**src/bei_pkg.sv**
```systemverilog
package bei_pkg;

   // table depth and derived widths
   localparam int MAX_POINTS = 16;
   localparam int IDX_W      = $clog2(MAX_POINTS);
   localparam int CNT_W      = $clog2(MAX_POINTS + 1);

   // field widths
   localparam int CMD_W   = 2;
   localparam int TIME_W  = 14;
   localparam int LEVEL_W = 16;
   localparam int COUNT_W = 5;

   // level difference times time offset, signed
   localparam int DIFF_W = LEVEL_W + 1;
   localparam int PROD_W = DIFF_W + TIME_W + 1;

   typedef enum logic [CMD_W-1:0] {
      CMD_CLEAR  = 2'd0,
      CMD_APPEND = 2'd1,
      CMD_EVAL   = 2'd2,
      CMD_NONE   = 2'd3
   } command_type;

endpackage

```
**src/bei_divider.sv**
```systemverilog
module bei_divider
   import bei_pkg::*;
(
   input  logic                     clock,
   input  logic                     reset,
   input  logic                     start,
   input  logic signed [PROD_W-1:0] dividend,
   input  logic [TIME_W-1:0]        divisor,
   output logic                     done,
   output logic signed [PROD_W-1:0] quotient
);

   localparam int STEP_W = $clog2(PROD_W);
   localparam logic [STEP_W-1:0] LAST_STEP = STEP_W'(PROD_W - 1);

   logic              busy_ff;
   logic              done_ff;
   logic [STEP_W-1:0] step_ff;
   logic              neg_ff;
   logic [PROD_W-1:0] quo_ff;
   logic [TIME_W-1:0] rem_ff;

   logic [TIME_W:0]   shifted;
   logic              fits;
   logic [TIME_W-1:0] rem_in;

   // one restoring step: shift in the next dividend bit, subtract if it fits
   always_comb begin
      shifted = {rem_ff, quo_ff[PROD_W-1]};
      fits    = (shifted >= {1'b0, divisor});
      rem_in  = fits ? (shifted[TIME_W-1:0] - divisor) : shifted[TIME_W-1:0];
   end

   // sequence the steps
   always_ff @(posedge clock) begin
      if (reset) begin
         busy_ff <= 1'b0;
         done_ff <= 1'b0;
         step_ff <= '0;
      end else begin
         done_ff <= busy_ff && !start && (step_ff == LAST_STEP);
         if (start) begin
            busy_ff <= 1'b1;
            step_ff <= '0;
         end else if (busy_ff) begin
            step_ff <= step_ff + 1'b1;
            if (step_ff == LAST_STEP) begin
               busy_ff <= 1'b0;
            end
         end
      end
   end

   // work on magnitudes, restore the sign at the end
   always_ff @(posedge clock) begin
      if (start) begin
         neg_ff <= dividend[PROD_W-1];
         quo_ff <= dividend[PROD_W-1] ? PROD_W'(-dividend) : PROD_W'(dividend);
         rem_ff <= '0;
      end else if (busy_ff) begin
         quo_ff <= {quo_ff[PROD_W-2:0], fits};
         rem_ff <= rem_in;
      end
   end

   assign done     = done_ff;
   assign quotient = neg_ff ? -$signed(quo_ff) : $signed(quo_ff);

endmodule

```
**src/breakpoint_envelope_interpolator_core.sv**
```systemverilog
// Breakpoint envelope interpolator. Clear and append requests fill a table of
// up to MAX_POINTS (time, level) breakpoints; after acceptance the sequencer
// goes to its response state, which loads the response register and then
// returns to idle for the next request. An append to a full table is dropped
// and flagged. An evaluate request scans the table one entry at a time from a
// registered-read memory, through a fetch and a check state per entry visited.
// When the query falls inside a span of positive length it then passes through
// a multiply state, a state that starts the 32-step restoring divider and a
// state that waits on it, before the response state. The block takes no
// request while it works on one; a finished response sits in the output
// register and does not hold up the next request, but the response after it
// waits in the sequencer until the output is taken.
module breakpoint_envelope_interpolator_core
   import bei_pkg::*;
(
   input  logic                      clock,
   input  logic                      reset,
   input  logic                      req_valid,
   output logic                      req_stall,
   input  logic [CMD_W-1:0]          req_command,
   input  logic [TIME_W-1:0]         req_time_value,
   input  logic signed [LEVEL_W-1:0] req_level_value,
   output logic                      rsp_valid,
   input  logic                      rsp_stall,
   output logic signed [LEVEL_W-1:0] rsp_level_out,
   output logic                      rsp_table_full,
   output logic [COUNT_W-1:0]        rsp_point_count
);

   typedef enum logic [2:0] {
      ST_IDLE,
      ST_FETCH,
      ST_CHECK,
      ST_MUL,
      ST_DIV_START,
      ST_DIV_WAIT,
      ST_RESP
   } state_type;

   state_type state_ff;

   // breakpoint store
   logic [TIME_W-1:0]         time_mem  [MAX_POINTS];
   logic signed [LEVEL_W-1:0] level_mem [MAX_POINTS];
   logic [TIME_W-1:0]         rd_time_ff;
   logic signed [LEVEL_W-1:0] rd_level_ff;

   logic [CNT_W-1:0]          count_ff;
   logic [IDX_W-1:0]          idx_ff;
   logic [TIME_W-1:0]         query_ff;
   logic [TIME_W-1:0]         prev_time_ff;
   logic signed [LEVEL_W-1:0] prev_level_ff;
   logic signed [DIFF_W-1:0]  dl_ff;
   logic [TIME_W-1:0]         dt_ff;
   logic [TIME_W-1:0]         span_ff;
   logic signed [PROD_W-1:0]  prod_ff;

   logic signed [LEVEL_W-1:0] res_level_ff;
   logic                      res_full_ff;

   logic                      rsp_valid_ff;
   logic signed [LEVEL_W-1:0] rsp_level_ff;
   logic                      rsp_full_ff;
   logic [CNT_W-1:0]          rsp_count_ff;

   logic                      req_accept;
   logic                      out_free;
   logic                      append_ok;
   logic                      last_entry;
   logic                      div_start;
   logic                      div_done;
   logic signed [PROD_W-1:0]  div_quotient;
   command_type               req_cmd;

   assign req_cmd    = command_type'(req_command);
   assign req_stall  = (state_ff != ST_IDLE);
   assign req_accept = req_valid && !req_stall;
   assign out_free   = !rsp_valid_ff || !rsp_stall;
   assign append_ok  = (count_ff < CNT_W'(MAX_POINTS));
   assign last_entry = ({1'b0, idx_ff} + 1'b1) == count_ff;
   assign div_start  = (state_ff == ST_DIV_START);

   // write on append, registered read of the scanned entry
   always_ff @(posedge clock) begin
      if (req_accept && req_cmd == CMD_APPEND && append_ok) begin
         time_mem[count_ff[IDX_W-1:0]]  <= req_time_value;
         level_mem[count_ff[IDX_W-1:0]] <= req_level_value;
      end
      rd_time_ff  <= time_mem[idx_ff];
      rd_level_ff <= level_mem[idx_ff];
   end

   // divider for the interpolation quotient
   bei_divider u_divider (
      .clock    (clock),
      .reset    (reset),
      .start    (div_start),
      .dividend (prod_ff),
      .divisor  (span_ff),
      .done     (div_done),
      .quotient (div_quotient)
   );

   // sequencer and output register
   always_ff @(posedge clock) begin
      if (reset) begin
         state_ff     <= ST_IDLE;
         count_ff     <= '0;
         rsp_valid_ff <= 1'b0;
      end else begin
         // drop the response once taken, unless a new one replaces it
         if (rsp_valid_ff && !rsp_stall && state_ff != ST_RESP) begin
            rsp_valid_ff <= 1'b0;
         end
         unique case (state_ff)
            ST_IDLE: begin
               if (req_accept) begin
                  res_level_ff <= '0;
                  res_full_ff  <= (req_cmd == CMD_APPEND) && !append_ok;
                  query_ff     <= req_time_value;
                  idx_ff       <= '0;
                  if (req_cmd == CMD_EVAL && count_ff != '0) begin
                     state_ff <= ST_FETCH;
                  end else begin
                     state_ff <= ST_RESP;
                  end
                  unique case (req_cmd)
                     CMD_CLEAR: count_ff <= '0;
                     CMD_APPEND: begin
                        if (append_ok) begin
                           count_ff <= count_ff + 1'b1;
                        end
                     end
                     CMD_EVAL: ;
                     CMD_NONE: ;
                  endcase
               end
            end
            ST_FETCH: state_ff <= ST_CHECK;
            ST_CHECK: begin
               if (query_ff <= rd_time_ff) begin
                  if (idx_ff == '0 || rd_time_ff <= prev_time_ff) begin
                     res_level_ff <= rd_level_ff;
                     state_ff     <= ST_RESP;
                  end else begin
                     dl_ff    <= DIFF_W'(rd_level_ff) - DIFF_W'(prev_level_ff);
                     dt_ff    <= query_ff - prev_time_ff;
                     span_ff  <= rd_time_ff - prev_time_ff;
                     state_ff <= ST_MUL;
                  end
               end else begin
                  // past this entry: advance, or end on the last level
                  prev_time_ff  <= rd_time_ff;
                  prev_level_ff <= rd_level_ff;
                  if (last_entry) begin
                     res_level_ff <= rd_level_ff;
                     state_ff     <= ST_RESP;
                  end else begin
                     idx_ff   <= idx_ff + 1'b1;
                     state_ff <= ST_FETCH;
                  end
               end
            end
            ST_MUL: begin
               prod_ff  <= dl_ff * $signed({1'b0, dt_ff});
               state_ff <= ST_DIV_START;
            end
            ST_DIV_START: state_ff <= ST_DIV_WAIT;
            ST_DIV_WAIT: begin
               if (div_done) begin
                  res_level_ff <= prev_level_ff + div_quotient[LEVEL_W-1:0];
                  state_ff     <= ST_RESP;
               end
            end
            ST_RESP: begin
               // hold until the output register is free
               if (out_free) begin
                  rsp_valid_ff <= 1'b1;
                  rsp_level_ff <= res_level_ff;
                  rsp_full_ff  <= res_full_ff;
                  rsp_count_ff <= count_ff;
                  state_ff     <= ST_IDLE;
               end
            end
            default: state_ff <= ST_IDLE;
         endcase
      end
   end

   assign rsp_valid       = rsp_valid_ff;
   assign rsp_level_out   = rsp_level_ff;
   assign rsp_table_full  = rsp_full_ff;
   assign rsp_point_count = COUNT_W'(rsp_count_ff);

   // a dropped append only happens with the table full
   assert property (@(posedge clock) disable iff (reset)
      rsp_valid && rsp_table_full |-> rsp_point_count == COUNT_W'(MAX_POINTS))
      else $error("table_full with table not full");

   // the held count never exceeds the table depth
   assert property (@(posedge clock) disable iff (reset)
      count_ff <= CNT_W'(MAX_POINTS))
      else $error("breakpoint count beyond table depth");

   // the divider only finishes while the sequencer waits for it
   assert property (@(posedge clock) disable iff (reset)
      div_done |-> state_ff == ST_DIV_WAIT)
      else $error("divider finished outside its wait state");

   // a response is loaded only from the response state
   assert property (@(posedge clock) disable iff (reset)
      $rose(rsp_valid) |-> $past(state_ff) == ST_RESP)
      else $error("response raised outside the response state");

endmodule

```
**config.mk**
```make
export PLATFORM = sky130hd
export DESIGN_NAME = breakpoint_envelope_interpolator_core
export DESIGN_NICKNAME = d
export VERILOG_FILES = /design/src/bei_pkg.sv /design/src/bei_divider.sv /design/src/breakpoint_envelope_interpolator_core.sv
export SDC_FILE = /design/constraint.sdc
export NUM_CORES = 2
export LEC_CHECK = 0
export BUFFER_PORTS_ARGS = -buffer_cell sky130_fd_sc_hd__buf_2
export CORE_ASPECT_RATIO = 1.25
export CORE_UTILIZATION = 55
export DETAILED_ROUTE_END_ITERATION = 12
export PLACE_DENSITY = 0.77
export SYNTH_ARGS = -nofsm -noshare
export SYNTH_HDL_FRONTEND = slang
export SYNTH_SLANG_ARGS = --single-unit
```
**constraint.sdc**
```tcl
create_clock -name clock -period 8.18 [get_ports clock]
set_clock_uncertainty 0.1 [all_clocks]
set_input_delay 0 -clock clock [delete_from_list [all_inputs] [get_ports clock]]
set_output_delay 0 -clock clock [all_outputs]
set_load 0.005 [all_outputs]
```
==> metrics <==
Die Area 74180 sq um; status complete, no violations; EDFF count, synth 677; P_sw 5.395 mW; GRT Overall Usage 25.21%; Post-DRT Antenna Nets 0; pin count of the biggest net entering global routing 70; Post-CTS Setup Bufs 0; synthesized flop and latch total 737; Crit path top cell by count fa_1; slew at the pin closest to its max-slew limit 1.238 ns; Post-DP HPWL 59.27 mm; critical-path cell list nand2_1 -> fa_1 -> fa_1 -> inv_1 -> fa_1 -> fa_1 -> fa_1 -> fa_1 -> ha_1 -> nand4_1 -> nor2_1 -> nand2_1 -> o22ai_1 -> a211o_1 -> a21oi_1 -> o21ai_0 -> or4_1 -> nand3_1; Routed WL 90.94 mm; Comb pwr share 44.1%; port buffer count 59; Worst path max stage delay 0.81 ns; vias in the first global route 25245; Worst-path clk slew 0.07 ns; via/cell ratio 5.915; Async S/R FF share, synth 0%; library cells used by synthesis 69; cell-internal power 9.351 mW; Leak 16.92 nW; Startpoint Class register; H-tree depth 3; Final Util 61.28%; peak supply drop 0.0002920 V; Ys Warns 0; first-pass GRT wire length 142.5 mm; post-synthesis cell count 2898; RSZ-0062 raised after global routing no; drt pass-1 iters 5; clock sink count 737; crit path buf inv count 1; Switching Fraction 36.58%; slowest CP cell fa_1; register share of total power 33.3%; synthesized area 40200 sq um; total gr overflow 0; relative slew slack 16.99%; initial antenna violation count 1; layout cell share with drive strength beyond 1 12.08%; CTS root buf clkbuf_16; Seq/Total Area, Yosys 53.56%; Net Count, Synth 3342; Cell Pwr Density 333.7 nW/um^2; Syn Area/Cell 13.87 sq um; crit share post-route 84.61%; Num CTS Buffers 66; core box area 72120 sq um; Fmax 144.5 MHz; Crit Path Category register to register; crit-path max FO 14; Fin Setup TNS 0 ns; CTS tree built; initial core utilization 55.74%; Hold Violations, Final 0; Max Cap Violations 0; Die X 243.8 um; via count 23577; final critical-path required period 6.921 ns; top cell family by delay on the critical path adder cells; clock network power share 22.5%; RePlAce Congestion 0.8948; # DRC 0; crit end category register; Final setup viols 0; Synth Flop Type edfxtp_1; DR WL/cell 22.81 um; max-slew violations 0; area occupied by multi-input gates 16990 sq um; area grow syn2layout 9.929%; worst-case clock buffer depth 3; critical path data arrival time 7.30 ns; Layout Nets 3427; Skew-Pair Late Insertion Delay 0.62 ns; Storage cell area 21530 sq um; worst hold path type input port to register; Crit path required time 8.56 ns; chip height 304.3 um; num ports 60; 1st-iter DRT viols 1755; # fillers 5292; std cell rows 110
[layer usage]
| metal | vias to the layer above | track usage, % | part of all wire [%] |
|---|---|---|---|
| met4 | 0 | 10.76 | 4.1 |
| met1 | 11990 | 30.28 | 37 |
| met3 | 233 | 2.531 | 5.5 |
| li1 | 10446 | - | - |
| met2 | 908 | 45.89 | 54 |
| met5 | - | 0 | 0 |
[worst reg2reg max path: stages (launching register included)]
cell and delay (ns):
edfxtp_1 0.65, nand2_1 0.25, fa_1 0.72, fa_1 0.81, inv_1 0.20, fa_1 0.49
fa_1 0.58, fa_1 0.44, fa_1 0.47, ha_1 0.37, nand4_1 0.16, nor2_1 0.08
nand2_1 0.07, o22ai_1 0.09, a211o_1 0.29, a21oi_1 0.24, o21ai_0 0.22, or4_1 0.44
nand3_1 0.11
[layout make-up]
type                    instances  area share (%)
multi-input cells            1704           38.45
diodes                          3         0.01699
well taps                     952           2.695
inverters                     353           2.998
clock buffers                  76           3.893
repair buffers                121           1.948
clock inverters                40           1.274
flip-flops and latches        737           48.72
[power by group through the flow]
stage               clock network [mW]  registers [mW]  logic, mW
detailed placement                   0            4.99       6.35
CTS                               3.35            4.91       6.49
global placement                     0            4.98       6.17
global route                      3.47            4.94       7.25
floorplan                            0            4.88       4.89
finish                            3.32            4.92       6.51
[cells by family (layout without fill, tap and decap cells)]
group                      count (synthesis)  in the layout  synth area share, %
DFF                                      737            737                53.56
and+or+nand+nor                          668            668                8.260
buffers and inverters                    457            590                4.280
adders and majority gates                408            408                17.09
AOI/OAI and AO/OA                        335            335                5.269
muxes                                    157            157                8.581
xor gates and xnor gates                 136            136                2.963
other                                      0              3                    0
[registers in the layout, summed over array words and instances (netlist names), 16 cells and up]
name / flops
u_divider.quo_ff: 32
prod_ff: 32
prev_level_ff: 16
dl_ff: 17
res_level_ff: 16
rd_level_ff: 16
rsp_level_out: 16
time_mem: 224
level_mem: 256
[cells in the final DEF, fill, tap and decap left out, drive strengths merged, types with 31 or more instances in the layout]
cell type    instances
xor2                51
nand2              234
edfxtp             677
o21ai              104
buf                 81
and2               149
nor2               108
xnor2               85
dfxtp               60
dlygate4sd3         40
fa                 235
mux4               150
clkbuf              76
a21oi               86
ha                 173
inv                357
a21o                31
nor3                34
[Yosys cell counts (11+ instances only)]
cell type    n  share of area [%]
and2_1     148                2.3
nand2b_1    20               0.31
xor2_1      51                1.1
o21a_1      13               0.24
nand4_1     11               0.17
inv_1      353                3.3
nand2_1    233                2.2
nor2_1     108                1.0
and3_1      11               0.17
mux4_2     150                8.4
nor3_1      34               0.42
ha_1       173                5.4
fa_1       235                 12
nor2b_1     25               0.39
a21oi_1     86                1.1
o21ai_0    102                1.3
xnor2_1     85                1.9
a211oi_1    18               0.34
a21o_1      31               0.58
dfxtp_1     60                3.0
clkbuf_1    92               0.86
nand3_1     25               0.31
or3_1       14               0.22
o31ai_1     21               0.39
edfxtp_1   677                 51
[metrics by stage]
| step | power [mW] | cell area, sq um | hold slack [ns] | setup slack, ns | instances |
|---|---|---|---|---|---|
| 5_1_grt | 15.66 | 44190 | 0.2091 | 0.9510 | 3986 |
| 4_1_cts | 14.75 | 44180 | 0.1611 | 1.249 | 3983 |
| 2_1_floorplan | 9.776 | 40200 | -0.02069 | 1.989 | 2898 |
| 3_5_place_dp | 11.33 | 41500 | 0.2333 | 1.313 | 3827 |
| 6_report | 14.75 | 44190 | 0.1955 | 1.259 | 3986 |
| 3_3_place_gp | 11.14 | 41500 | 0.2217 | 1.440 | 3827 |
[final timing paths]
| path | start | endpoint | slack [ns] | cells after the start |
|---|---|---|---|---|
| hold reg to reg | res_level_ff[11] | rsp_level_out[11] | 0.32 | 0 |
| setup / recovery | dl_ff[16] | prod_ff[30] | 1.26 | 18 |
| hold / removal | req_level_value[12] | level_mem[1][12] | 0.20 | 2 |
| setup reg to reg | dl_ff[16] | prod_ff[30] | 1.26 | 18 |
[timing repair]
| action | CTS | global route |
|---|---|---|
| gates resized for setup | 0 | 0 |
| endpoints found under the hold margin | 528 | 0 |
| hold buffers | 40 | 0 |
Power figures use the tool's default switching activity.
